<file path="config.mk">
export PLATFORM = sky130hd
export DESIGN_NAME = rotary_encoder_step_queue_unit
export DESIGN_NICKNAME = d
export VERILOG_FILES = /design/src/rtl/core/rsq_pkg.sv /design/src/rtl/core/rsq_cfg.sv /design/src/rtl/core/rsq_div.sv /design/src/rtl/core/rotary_encoder_step_queue_unit.sv
export SDC_FILE = /design/constraint.sdc
export NUM_CORES = 1
export LEC_CHECK = 0
export ABC_AREA = 1
export BUFFER_PORTS_ARGS = -buffer_cell sky130_fd_sc_hd__buf_2
export CORE_MARGIN = 3
export CORE_UTILIZATION = 68
export DETAILED_ROUTE_END_ITERATION = 8
export GPL_ROUTABILITY_DRIVEN = 0
export HOLD_SLACK_MARGIN = 0.05
export PLACE_DENSITY_LB_ADDON = 0.15
export SLEW_MARGIN = 20
export SYNTH_ARGS = -nofsm -noshare
export SYNTH_HDL_FRONTEND = slang
export SYNTH_HIERARCHICAL = 1
export SYNTH_SLANG_ARGS = --single-unit
</file>
<file path="constraint.sdc">
create_clock -name clk_i -period 32.5 [get_ports clk_i]
set_input_delay 0 -clock clk_i [delete_from_list [all_inputs] [get_ports clk_i]]
set_output_delay 0 -clock clk_i [all_outputs]
set_load 0.02 [all_outputs]
</file>
<file path="src/rtl/core/rsq_pkg.sv">
`timescale 1ns / 1ps

package rsq_pkg;

  // Request codes carried in the input tuser field
  localparam logic [2:0] REQ_SAMPLE     = 3'd0;
  localparam logic [2:0] REQ_TAKE_CW    = 3'd1;
  localparam logic [2:0] REQ_TAKE_CCW   = 3'd2;
  localparam logic [2:0] REQ_TAKE_CLICK = 3'd3;
  localparam logic [2:0] REQ_CLEAR      = 3'd4;

  // Register indexes (byte address bits [3:2])
  localparam logic [1:0] REG_STEP_LIMIT    = 2'd0;
  localparam logic [1:0] REG_COUNTS_DETENT = 2'd1;
  localparam logic [1:0] REG_ROT_HOLDOFF   = 2'd2;
  localparam logic [1:0] REG_CLICK_HOLDOFF = 2'd3;

  localparam int unsigned LIMIT_W = 15;
  localparam int unsigned CPD_W   = 8;
  localparam int unsigned HOLD_W  = 16;
  localparam int unsigned QUEUE_W = 16;
  localparam int unsigned RESID_W = 9;

  // Divider: 16-bit magnitude by 8-bit divisor, four quotient bits per cycle
  localparam int unsigned DVD_W         = 16;
  localparam int unsigned DIV_BITS_STEP = 4;
  localparam int unsigned DIV_ITERS     = DVD_W / DIV_BITS_STEP;
  localparam int unsigned DIV_CNT_W     = $clog2(DIV_ITERS);

  localparam logic [LIMIT_W-1:0] STEP_LIMIT_RST    = 15'd8;
  localparam logic [CPD_W-1:0]   COUNTS_DETENT_RST = 8'd4;
  localparam logic [HOLD_W-1:0]  ROT_HOLDOFF_RST   = 16'd0;
  localparam logic [HOLD_W-1:0]  CLICK_HOLDOFF_RST = 16'd200;

  typedef struct packed {
    logic [LIMIT_W-1:0] step_limit;
    logic [CPD_W-1:0]   detent_counts;
    logic [HOLD_W-1:0]  rotate_holdoff_ms;
    logic [HOLD_W-1:0]  click_holdoff_ms;
  } cfg_t;

  typedef struct packed {
    logic             start;
    logic [DVD_W-1:0] dividend;
    logic [CPD_W-1:0] divisor;
  } div_req_t;

  typedef struct packed {
    logic             busy;
    logic             done;
    logic [DVD_W-1:0] quotient;
    logic [CPD_W-1:0] remainder;
  } div_rsp_t;

  typedef enum logic [2:0] {
    ST_IDLE,
    ST_PREP,
    ST_ACC,
    ST_DIV,
    ST_FIN
  } state_e;

endpackage

</file>
<file path="src/rtl/core/rsq_cfg.sv">
`timescale 1ns / 1ps

module rsq_cfg (
  input  logic               clk_i,
  input  logic               rst_ni,
  input  logic               psel_i,
  input  logic               penable_i,
  input  logic               pwrite_i,
  input  logic [3:0]         paddr_i,
  input  logic [31:0]        pwdata_i,
  output logic [31:0]        prdata_o,
  output rsq_pkg::cfg_t      cfg_o
);

  rsq_pkg::cfg_t cfg_q;
  logic          wr_en;
  logic [1:0]    reg_idx;

  assign wr_en   = psel_i & penable_i & pwrite_i;
  assign reg_idx = paddr_i[3:2];

  // Write the addressed register in the access phase
  always_ff @(posedge clk_i or negedge rst_ni) begin
    if (!rst_ni) begin
      cfg_q.step_limit        <= rsq_pkg::STEP_LIMIT_RST;
      cfg_q.detent_counts     <= rsq_pkg::COUNTS_DETENT_RST;
      cfg_q.rotate_holdoff_ms <= rsq_pkg::ROT_HOLDOFF_RST;
      cfg_q.click_holdoff_ms  <= rsq_pkg::CLICK_HOLDOFF_RST;
    end else if (wr_en) begin
      case (reg_idx)
        rsq_pkg::REG_STEP_LIMIT:    cfg_q.step_limit <= pwdata_i[rsq_pkg::LIMIT_W-1:0];
        rsq_pkg::REG_COUNTS_DETENT: cfg_q.detent_counts <= pwdata_i[rsq_pkg::CPD_W-1:0];
        rsq_pkg::REG_ROT_HOLDOFF:   cfg_q.rotate_holdoff_ms <= pwdata_i[rsq_pkg::HOLD_W-1:0];
        rsq_pkg::REG_CLICK_HOLDOFF: cfg_q.click_holdoff_ms <= pwdata_i[rsq_pkg::HOLD_W-1:0];
        default: ;
      endcase
    end
  end

  // Read back the addressed register
  always_comb begin
    case (reg_idx)
      rsq_pkg::REG_STEP_LIMIT:    prdata_o = {17'd0, cfg_q.step_limit};
      rsq_pkg::REG_COUNTS_DETENT: prdata_o = {24'd0, cfg_q.detent_counts};
      rsq_pkg::REG_ROT_HOLDOFF:   prdata_o = {16'd0, cfg_q.rotate_holdoff_ms};
      rsq_pkg::REG_CLICK_HOLDOFF: prdata_o = {16'd0, cfg_q.click_holdoff_ms};
      default:                    prdata_o = 32'd0;
    endcase
  end

  assign cfg_o = cfg_q;

endmodule

</file>
<file path="src/rtl/core/rsq_div.sv">
`timescale 1ns / 1ps

module rsq_div (
  input  logic              clk_i,
  input  logic              rst_ni,
  input  rsq_pkg::div_req_t req_i,
  output rsq_pkg::div_rsp_t rsp_o
);

  logic [rsq_pkg::DVD_W-1:0]     quo_q, quo_d;
  logic [rsq_pkg::CPD_W-1:0]     rem_q, rem_d;
  logic [rsq_pkg::CPD_W-1:0]     dvs_q;
  logic [rsq_pkg::DIV_CNT_W-1:0] cnt_q;
  logic                          busy_q;
  logic                          done_q;
  logic                          last_iter;

  // Retire four quotient bits: shift in a dividend bit, compare, subtract
  always_comb begin
    logic [rsq_pkg::CPD_W:0]   r;
    logic [rsq_pkg::DVD_W-1:0] qv;
    r  = {1'b0, rem_q};
    qv = quo_q;
    for (int k = 0; k < rsq_pkg::DIV_BITS_STEP; k++) begin
      r  = {r[rsq_pkg::CPD_W-1:0], qv[rsq_pkg::DVD_W-1]};
      qv = {qv[rsq_pkg::DVD_W-2:0], 1'b0};
      if (r >= {1'b0, dvs_q}) begin
        r     = r - {1'b0, dvs_q};
        qv[0] = 1'b1;
      end
    end
    rem_d = r[rsq_pkg::CPD_W-1:0];
    quo_d = qv;
  end

  assign last_iter = (cnt_q == rsq_pkg::DIV_CNT_W'(rsq_pkg::DIV_ITERS - 1));

  // Sequence the iterations
  always_ff @(posedge clk_i or negedge rst_ni) begin
    if (!rst_ni) begin
      busy_q <= 1'b0;
      done_q <= 1'b0;
      cnt_q  <= '0;
    end else begin
      done_q <= busy_q && !req_i.start && last_iter;
      if (req_i.start) begin
        busy_q <= 1'b1;
        cnt_q  <= '0;
      end else if (busy_q) begin
        cnt_q <= cnt_q + 1'b1;
        if (last_iter) busy_q <= 1'b0;
      end
    end
  end

  // Load operands on start, then advance the partial remainder
  always_ff @(posedge clk_i) begin
    if (req_i.start) begin
      quo_q <= req_i.dividend;
      rem_q <= '0;
      dvs_q <= (req_i.divisor == '0) ? rsq_pkg::CPD_W'(1) : req_i.divisor;
    end else if (busy_q) begin
      quo_q <= quo_d;
      rem_q <= rem_d;
    end
  end

  assign rsp_o.busy      = busy_q;
  assign rsp_o.done      = done_q;
  assign rsp_o.quotient  = quo_q;
  assign rsp_o.remainder = rem_q;

endmodule

</file>
<file path="src/rtl/core/rotary_encoder_step_queue_unit.sv">
`timescale 1ns / 1ps

// Channel    | Dir | Handshake              | Payload
// s_axis     | in  | tvalid/tready          | tuser req_type, tdata count/button/time
// m_axis     | out | tvalid/tready          | tdata taken/queued_steps/click_waiting
// apb        | in  | psel/penable/pwrite    | 4 registers at 0x0, 0x4, 0x8, 0xC
//
// A request is taken in IDLE and its result is written to the output register
// in FIN, after PREP; ready returns the cycle after. A sample with an
// accepted count change also runs the divider between PREP and FIN (ACC, 4
// iterations, then DIV picks up the result).
// FIN holds while the output register is full and not drained.
// Reset (rst_ni low) clears the architectural state, sequencer and output valid and loads register defaults.

module rotary_encoder_step_queue_unit (
  input  logic        clk_i,
  input  logic        rst_ni,
  // request stream
  input  logic        s_axis_tvalid,
  output logic        s_axis_tready,
  input  logic [71:0] s_axis_tdata,  // [31:0] encoder_count, [32] button_down,
                                     // [64:33] now_ms, [71:65] zero
  input  logic [2:0]  s_axis_tuser,  // [2:0] req_type
  // result stream
  output logic        m_axis_tvalid,
  input  logic        m_axis_tready,
  output logic [23:0] m_axis_tdata,  // [0] taken, [16:1] queued_steps,
                                     // [17] click_waiting, [23:18] zero
  // configuration
  input  logic        psel,
  input  logic        penable,
  input  logic        pwrite,
  input  logic [3:0]  paddr,
  input  logic [31:0] pwdata,
  output logic [31:0] prdata,
  output logic        pready
);

  localparam int unsigned QW = rsq_pkg::QUEUE_W;
  localparam int unsigned RW = rsq_pkg::RESID_W;

  rsq_pkg::cfg_t     cfg;
  rsq_pkg::div_req_t div_req;
  rsq_pkg::div_rsp_t div_rsp;
  rsq_pkg::state_e   state_q, state_d;

  // Architectural state
  logic [31:0]           prev_count_q;
  logic signed [RW-1:0]  resid_q;
  logic signed [QW-1:0]  queue_q;
  logic [31:0]           last_step_q;
  logic                  prev_btn_q;
  logic [31:0]           last_click_q;
  logic                  click_pend_q;

  // Per-request working registers
  logic [2:0]            req_q;
  logic [31:0]           count_q;
  logic                  btn_q;
  logic [31:0]           now_q;
  logic signed [31:0]    delta_q;
  logic [31:0]           rot_elapsed_q;
  logic [31:0]           clk_elapsed_q;
  logic signed [QW-1:0]  delta_c_q;
  logic                  apply_q;
  logic                  click_q;
  logic                  acc_neg_q;
  logic signed [16:0]    whole_q;
  logic signed [RW-1:0]  resid_new_q;

  // Output register
  logic                  out_valid_q;
  logic                  out_taken_q;
  logic signed [QW-1:0]  out_queue_q;
  logic                  out_click_q;

  // Sequencer strobes
  logic accept;
  logic in_ready;
  logic div_start;
  logic commit;
  logic prep_en;
  logic res_en;

  logic                  apply_d;
  logic                  click_d;
  logic signed [31:0]    lim32;
  logic signed [31:0]    nlim32;
  logic signed [QW-1:0]  delta_c_d;
  logic signed [16:0]    acc;
  logic [15:0]           acc_mag;
  logic signed [17:0]    lim18;
  logic signed [17:0]    q_sum;
  logic signed [QW-1:0]  q_sat;
  logic signed [QW-1:0]  queue_n;
  logic signed [RW-1:0]  resid_n;
  logic                  taken_n;
  logic                  click_n;

  rsq_cfg u_cfg (
    .clk_i     (clk_i),
    .rst_ni    (rst_ni),
    .psel_i    (psel),
    .penable_i (penable),
    .pwrite_i  (pwrite),
    .paddr_i   (paddr),
    .pwdata_i  (pwdata),
    .prdata_o  (prdata),
    .cfg_o     (cfg)
  );

  rsq_div u_div (
    .clk_i  (clk_i),
    .rst_ni (rst_ni),
    .req_i  (div_req),
    .rsp_o  (div_rsp)
  );

  assign pready = 1'b1;

  // Next state
  always_comb begin
    state_d = state_q;
    case (state_q)
      rsq_pkg::ST_IDLE: if (s_axis_tvalid) state_d = rsq_pkg::ST_PREP;
      rsq_pkg::ST_PREP: state_d = apply_d ? rsq_pkg::ST_ACC : rsq_pkg::ST_FIN;
      rsq_pkg::ST_ACC:  state_d = rsq_pkg::ST_DIV;
      rsq_pkg::ST_DIV:  if (div_rsp.done) state_d = rsq_pkg::ST_FIN;
      rsq_pkg::ST_FIN:  if (commit) state_d = rsq_pkg::ST_IDLE;
      default:          state_d = rsq_pkg::ST_IDLE;
    endcase
  end

  // Sequencer outputs
  always_comb begin
    in_ready  = 1'b0;
    prep_en   = 1'b0;
    div_start = 1'b0;
    res_en    = 1'b0;
    commit    = 1'b0;
    case (state_q)
      rsq_pkg::ST_IDLE: in_ready  = 1'b1;
      rsq_pkg::ST_PREP: prep_en   = 1'b1;
      rsq_pkg::ST_ACC:  div_start = 1'b1;
      rsq_pkg::ST_DIV:  res_en    = div_rsp.done;
      rsq_pkg::ST_FIN:  commit    = !out_valid_q || m_axis_tready;
      default: ;
    endcase
  end

  assign s_axis_tready = in_ready;
  assign accept        = s_axis_tvalid && in_ready;

  always_ff @(posedge clk_i or negedge rst_ni) begin
    if (!rst_ni) state_q <= rsq_pkg::ST_IDLE;
    else         state_q <= state_d;
  end

  // Capture the request and the wrapping differences
  always_ff @(posedge clk_i) begin
    if (accept) begin
      req_q         <= s_axis_tuser;
      count_q       <= s_axis_tdata[31:0];
      btn_q         <= s_axis_tdata[32];
      now_q         <= s_axis_tdata[64:33];
      delta_q       <= $signed(s_axis_tdata[31:0] - prev_count_q);
      rot_elapsed_q <= s_axis_tdata[64:33] - last_step_q;
      clk_elapsed_q <= s_axis_tdata[64:33] - last_click_q;
    end
  end

  // Decide hold-offs and clamp the delta
  assign lim32  = $signed({17'd0, cfg.step_limit});
  assign nlim32 = -lim32;

  always_comb begin
    apply_d = (req_q == rsq_pkg::REQ_SAMPLE) && (delta_q != 0) &&
              !((last_step_q != '0) &&
                (rot_elapsed_q < {16'd0, cfg.rotate_holdoff_ms}));
    click_d = (req_q == rsq_pkg::REQ_SAMPLE) && btn_q && !prev_btn_q &&
              (clk_elapsed_q >= {16'd0, cfg.click_holdoff_ms});
    if (delta_q > lim32)       delta_c_d = lim32[QW-1:0];
    else if (delta_q < nlim32) delta_c_d = nlim32[QW-1:0];
    else                       delta_c_d = delta_q[QW-1:0];
  end

  always_ff @(posedge clk_i) begin
    if (prep_en) begin
      apply_q   <= apply_d;
      click_q   <= click_d;
      delta_c_q <= delta_c_d;
    end
  end

  // Add the residue and hand the magnitude to the divider
  assign acc     = $signed({{(17-RW){resid_q[RW-1]}}, resid_q}) +
                   $signed({delta_c_q[QW-1], delta_c_q});
  assign acc_mag = acc[16] ? 16'(-acc) : acc[15:0];

  assign div_req.start    = div_start;
  assign div_req.dividend = acc_mag;
  assign div_req.divisor  = cfg.detent_counts;

  always_ff @(posedge clk_i) begin
    if (div_start) acc_neg_q <= acc[16];
  end

  // Restore the dividend sign on quotient and remainder
  always_ff @(posedge clk_i) begin
    if (res_en) begin
      whole_q     <= acc_neg_q ? -$signed({1'b0, div_rsp.quotient})
                               :  $signed({1'b0, div_rsp.quotient});
      resid_new_q <= acc_neg_q ? -$signed({1'b0, div_rsp.remainder})
                               :  $signed({1'b0, div_rsp.remainder});
    end
  end

  // Saturate the queue after adding whole detents
  assign lim18 = $signed({3'd0, cfg.step_limit});
  assign q_sum = $signed({{2{queue_q[QW-1]}}, queue_q}) + $signed({whole_q[16], whole_q});

  always_comb begin
    if (q_sum > lim18)       q_sat = lim18[QW-1:0];
    else if (q_sum < -lim18) q_sat = 16'(-lim18);
    else                     q_sat = q_sum[QW-1:0];
  end

  // Work out the item's effect
  always_comb begin
    queue_n = queue_q;
    resid_n = resid_q;
    taken_n = 1'b0;
    click_n = click_pend_q;
    case (req_q)
      rsq_pkg::REQ_SAMPLE: begin
        if (apply_q) begin
          queue_n = q_sat;
          resid_n = resid_new_q;
        end
        if (click_q) click_n = 1'b1;
      end
      rsq_pkg::REQ_TAKE_CW: begin
        if (queue_q > 0) begin
          queue_n = queue_q - 16'sd1;
          taken_n = 1'b1;
        end
      end
      rsq_pkg::REQ_TAKE_CCW: begin
        if (queue_q < 0) begin
          queue_n = queue_q + 16'sd1;
          taken_n = 1'b1;
        end
      end
      rsq_pkg::REQ_TAKE_CLICK: begin
        if (click_pend_q) begin
          click_n = 1'b0;
          taken_n = 1'b1;
        end
      end
      rsq_pkg::REQ_CLEAR: begin
        queue_n = '0;
        resid_n = '0;
      end
      default: ;
    endcase
  end

  // Commit state
  always_ff @(posedge clk_i or negedge rst_ni) begin
    if (!rst_ni) begin
      prev_count_q <= '0;
      resid_q      <= '0;
      queue_q      <= '0;
      last_step_q  <= '0;
      prev_btn_q   <= 1'b0;
      last_click_q <= '0;
      click_pend_q <= 1'b0;
    end else if (commit) begin
      queue_q      <= queue_n;
      resid_q      <= resid_n;
      click_pend_q <= click_n;
      if (req_q == rsq_pkg::REQ_SAMPLE) begin
        prev_count_q <= count_q;
        prev_btn_q   <= btn_q;
        if (apply_q && (whole_q != 0)) last_step_q <= now_q;
        if (click_q) last_click_q <= now_q;
      end
    end
  end

  // Hold the result until the sink drains it
  always_ff @(posedge clk_i or negedge rst_ni) begin
    if (!rst_ni)           out_valid_q <= 1'b0;
    else if (commit)       out_valid_q <= 1'b1;
    else if (m_axis_tready) out_valid_q <= 1'b0;
  end

  always_ff @(posedge clk_i) begin
    if (commit) begin
      out_taken_q <= taken_n;
      out_queue_q <= queue_n;
      out_click_q <= click_n;
    end
  end

  assign m_axis_tvalid = out_valid_q;
  assign m_axis_tdata  = {6'd0, out_click_q, out_queue_q, out_taken_q};

`ifndef SYNTH
  a_div_start_idle: assert property (@(posedge clk_i) disable iff (!rst_ni)
    div_start |-> !div_rsp.busy)
    else $error("divider restarted while busy");

  a_div_done_fin: assert property (@(posedge clk_i) disable iff (!rst_ni)
    (state_q == rsq_pkg::ST_DIV) && div_rsp.done |=> state_q == rsq_pkg::ST_FIN)
    else $error("divider result not taken to finish");

  a_queue_bound: assert property (@(posedge clk_i) disable iff (!rst_ni)
    queue_q != -16'sd32768)
    else $error("step queue out of range");

  a_resid_bound: assert property (@(posedge clk_i) disable iff (!rst_ni)
    (resid_q <= 9'sd254) && (resid_q >= -9'sd254))
    else $error("detent residue out of range");
`endif

endmodule
</file>
Word level (Yosys, flattened, before mapping):

Cells that the tools add are included.

* add/sub/neg operators: 17
* multiply operators: 0
* divide/modulo/power cells: 0
* order comparisons: 12
* equality and inequality tests: 16
* shift operators: 0
* muxes and demuxes: 47
* bitwise operators: 2
* reduce and logical (&&, ||, !) cells: 34

Operator list (count)
* 2-to-1 mux 16 bit: 10
* one-hot mux 32 bit (4 select lines): 1
* nonzero test 32 bit: 3
* subtractor 32 bit: 3
* one-hot mux 16 bit (4 select lines): 1
* 2-to-1 mux 8 bit: 5
* >= comparator 9 x 8 -> 1 bit: 4
* >= comparator 32 x 16 -> 1 bit: 1
* > comparator 32 x 16 -> 1 bit: 1
* less-than comparator 32 x 16 -> 1 bit: 1
* less-than comparator 32 bit: 1
* negator 15 -> 32 bit: 1
* subtractor 8 bit: 4
* adder 16 x 17 -> 18 bit: 1
* > comparator 18 x 16 -> 1 bit: 1
* less-than comparator 18 bit: 1
* 2-to-1 mux 1 bit: 18
* negator 15 -> 18 bit: 1
* one-hot mux 9 bit (2 select lines): 1
* adder 9 x 16 -> 17 bit: 1
* negator 16 -> 17 bit: 1
* adder 16 x 2 -> 16 bit (second input constant): 1
* > comparator 16 x 1 -> 1 bit (second input constant): 1
* less-than comparator 16 x 1 -> 1 bit (second input constant): 1
* other kinds (28): 64

* register bits: 445
* bits in latches: 0
* bits in writable memories: 0
* bits in read-only memories: 0
* input port bits: 118
* output and inout bits: 59
* logic and storage cells: 166
* memories kept: 0

Depth between registers and ports, before layout:

* depth in word-level cells: 10
* mapped depth: 45
* mapped depth without buffers: 44

Modules after synthesis:

Netlist, hierarchy kept.

Modules (own cells, without submodules)
* rotary_encoder_step_queue_unit: times used 1, cells an instance 2966, area each 24618.6 um^2, seq. area each 9994.6 um^2
* rsq_div: times used 1, cells an instance 455, area each 3365.7 um^2, seq. area each 980.9 um^2
* rsq_cfg: times used 1, cells an instance 341, area each 2768.9 um^2, seq. area each 1382.6 um^2

Worst setup path after synthesis:

No wires, ideal clock.

* path kind: register -> register
* start: register state_q[1]
* end: register btn_q (enable)
* library setup time: 1.089 ns
* data arrival time: 16.020 ns
* slack: 15.391 ns
* cell stages (with the launch flop): 2
* path buffers: 0
* clock period less this slack: 17.109 ns
* cell sequence: dfrtp_1 -> nor4_1

* word-level cells in the longest chain between the ends: 3

RTL lines
* from (decl): line rotary_encoder_step_queue_unit.sv:45 `rsq_pkg::state_e state_q, state_d;`
* from (signal assigned): line rotary_encoder_step_queue_unit.sv:155 `if (!rst_ni) state_q <= rsq_pkg::ST_IDLE;`
* from (signal assigned): line rotary_encoder_step_queue_unit.sv:156 `else state_q <= state_d;`
* logical NOT 3 bit: line rotary_encoder_step_queue_unit.sv:141 `case (state_q)`
* 2-to-1 mux 1 bit: line rotary_encoder_step_queue_unit.sv:141
* logical AND 1 bit: line rotary_encoder_step_queue_unit.sv:152 `assign accept = s_axis_tvalid && in_ready;`
* via accept: line rotary_encoder_step_queue_unit.sv:78 `logic accept;`
* to (signal assigned): line rotary_encoder_step_queue_unit.sv:164 `btn_q <= s_axis_tdata[32];`
* to (decl): line rotary_encoder_step_queue_unit.sv:59 `logic btn_q;`

The timed path passes the listed nets, and every way through them passes these cells.
A chain may end at the register's enable or synchronous reset.

Worst setup path after layout:

* start: register u_div/dvs_q[1] (netlist bit)
* end: register u_div/rem_q[2] (netlist bit)

* word-level cells in the longest chain between the ends: 8
* elaborated cells between the ends (all ways): 12
* classes of those cells: 4 x add/sub; 4 x order compare; 4 x mux

RTL lines
* from (decl): line rsq_div.sv:12 `logic [rsq_pkg::CPD_W-1:0] dvs_q;`
* from (signal assigned): line rsq_div.sv:61 `dvs_q <= (req_i.divisor == '0) ? rsq_pkg::CPD_W'(1) : req_i.divisor;`
* subtractor 8 bit / >= comparator 9 x 8 -> 1 bit (equally long branches): line rsq_div.sv:28, rsq_div.sv:27
* 2-to-1 mux 8 bit: line rsq_div.sv:27 `if (r >= {1'b0, dvs_q}) begin`
* subtractor 8 bit / >= comparator 9 x 8 -> 1 bit (equally long branches): line rsq_div.sv:28, rsq_div.sv:27
* 2-to-1 mux 8 bit: line rsq_div.sv:27
* >= comparator 9 x 8 -> 1 bit / subtractor 8 bit (equally long branches): line rsq_div.sv:27, rsq_div.sv:28
* 2-to-1 mux 8 bit: line rsq_div.sv:27
* subtractor 8 bit / >= comparator 9 x 8 -> 1 bit (equally long branches): line rsq_div.sv:28, rsq_div.sv:27
* 2-to-1 mux 8 bit (*): line rsq_div.sv:27
* to (signal assigned): line rsq_div.sv:64 `rem_q <= rem_d;`
* to (decl): line rsq_div.sv:11 `logic [rsq_pkg::CPD_W-1:0] rem_q, rem_d;`

Mark *: on every way between the ends. The rest lies on a longest branch, timed or not.

==> impl_metrics.csv <==
group,metric,value,unit
drt,post_drt_wl_per_cell,17.87,um
place,dpl_worst_slack,25720,ps
logic_synthesis,netlist_area,30750,um^2
critical_path,crit_path_max_fanout,14,
power,p_int,2.122,mW
power,swShare,49.31,%
min_path,hold_path_depth,2,
critical_path,critPathKind,"flop to flop",
timing,period_share,21.24,%
timing,worst_pin_slew,1137,ps
timing,drv_slew,0,
clock_tree,cts_resized,0,
timing,tns,0,ps
drt,drt_iter0_drc,2842,
cells_and_area,area_growth,11.89,%
job,drv_cap,0,
cells_and_area,final-seq-area,12360,um^2
global_routing,antenna_found_initial,4,
power,seqPwrFrac,24.2,%
power,leakagePower,16.34,nW
min_path,holdPathEnd,"req_q[1]",
min_path,hold_path_class,"primary input to flop",
clock_tree,clock_path_buffers,3,
timing,grt_setup_unrepaired,"false",
clock_tree,cts_tree,"done",
drt,viasPerCell,5.888,
critical_path,end_kind,"flop",
timing,setup_slack,25600,ps
floorplan,core_area,44410,um^2
place,dpl_cell_area,31770,um^2
power,ir_drop,0.1590,mV
global_routing,grt_usage,34.39,%
critical_path,rrSetupSlack,25600,ps
drt,first_pass_iters,8,
cells_and_area,nets,4377,
critical_path,worstPathArrival,7360,ps
drt,drt-total-wl,82350,um
global_routing,grt_pass1_wl,131400,um
critical_path,crit_required,32960,ps
cells_and_area,fin_util,77.46,%
floorplan,row_count,77,
timing,relSlewSlack,24.21,%
floorplan,die_area,47800,um^2
clock_tree,cts_setup_buffers,0,
drt,post-route-drc-count,0,
floorplan,start_util,69.23,%
timing,setup-violations-final,0,
critical_path,reg2reg_to,"u_div/rem_q[2]",
global_routing,grt.overflow.total,0,
power,pwr_density_cell,121.7,nW/um^2
floorplan,io_pins,177,
critical_path,cpPeakStageDelay,370,ps
critical_path,startpoint_type,"flop",
power,p_sw,2.064,mW
place,dp.cells,4411,
cells_and_area,drive_gt1_share,8.400,%
clock_tree,clockRootBuffer,"clkbuf_16",
critical_path,path_buf_inv,6,
clock_tree,cts.sinks,445,
global_routing,grt_pass1_vias,25604,
critical_path,cp_slowest_cell,"inv_1",
critical_path,cp_top_family,"simple AND/OR/NAND/NOR gates",
logic_synthesis,yosys_warnings,6,
logic_synthesis,postSynthCellCount,3761,
cells_and_area,design_area,34400,um^2
clock_tree,clock_latency,600,ps
timing,min_period,6901,ps
power,p_comb_share,63.0,%
cells_and_area,finalNonFillerCells,4607,
drt,num_vias,27125,
global_routing,grt_max_degree,165,
clock_tree,cts-buffers-inserted,47,
timing,fin_worst_skew,22.89,ps
critical_path,crit_top_cell,"nand2_1",
clock_tree,path_clk_slew,60,ps
min_path,hold_start,"s_axis_tuser[1]",
clock_tree,cts_hold_buf,106,
cells_and_area,multiInputGateArea,16040,um^2
place,hpwl,58430,um
critical_path,reg2reg_from,"u_div/dvs_q[1]",
timing,finalHoldViolations,0,
cells_and_area,nFillCells,3141,
drt,postRouteAntennaNets,0,
critical_path,reg2reg_depth,43,
place,io_buffer_count,128,
clock_tree,h-tree-depth,2,
floorplan,die_x,218.6,um
timing,fmax,144.9,MHz
logic_synthesis,avgSynthCellArea,8.175,um^2
run_status,status,"finished clean",
floorplan,dieHeight,218.6,um
power,clkPwrFrac,12.8,%
## state kept, by name (all words and copies together) (netlist names), 17 cells and up
name           flops
delta_q           32
rot_elapsed_q     32
prev_count_q      32
u_cfg/cfg_o       55
count_q           32
clk_elapsed_q     32
now_q             32
whole_q           17
last_step_q       32
last_click_q      32
## layer usage
layer  GRT usage (%)  up-vias  wire length (um)  share of wire, %
met1           46.13    12556             33720                41
li1                -    12982                 -                 -
met3           5.868      241              7370               8.9
met2           55.66     1344             37780                46
met5               0        -                13             0.016
met4           14.20        2              3464               4.2
## placed cells by master, fill, tap and decap left out, drive strengths merged, types with 18 or more instances in the layout
cell type,n
a21boi,22
a21oi,280
buf,142
clkbuf,73
conb,23
dfrtp,181
dlygate4sd3,105
edfxtp,251
ha,276
inv,495
nand2,955
nand3,263
nand4,57
nor2,243
nor3,57
nor4,39
o211ai,18
o21ai,209
xnor2,60
xor2,125
## through the flow
step                hold WS (ps)  power (mW)
global route               136.0       4.557
global placement           11.17       3.494
detailed placement         16.89       3.562
finish                     136.0       4.186
CTS                        99.23       4.129
floorplan                 -295.6       3.036
## power groups by stage
stage	combinational, mW	sequential, mW	clock (mW)
floorplan	2.04	0.998	0
global placement	2.48	1.01	0
detailed placement	2.55	1.01	0
CTS	2.58	1.01	0.541
global route	2.96	1.03	0.564
finish	2.64	1.01	0.536
## cell type report
class                           count  area share (%)
Inverter                          497           5.456
Clock inverter                     15          0.4546
Antenna cell                        3         0.02182
Tap cell                          592           2.153
Sequential cell                   445           35.92
Clock buffer                       72           3.993
Multi-Input combinational cell   2735           46.63
Timing Repair Buffer              248           5.365
## worst max path at each step
stage,cells after the start,slack (ps),start,end
global route,43,24880,u_div/dvs_q[1],u_div/rem_q[1]
floorplan,1,15390,state_q[1],btn_q
finish,43,25600,u_div/dvs_q[1],u_div/rem_q[2]
global placement,41,25840,u_div/dvs_q[1],u_div/quo_q[0]
detailed placement,41,25720,u_div/dvs_q[1],u_div/quo_q[0]
CTS,43,25720,u_div/dvs_q[1],u_div/rem_q[5]
Power figures use the tool's default switching activity.
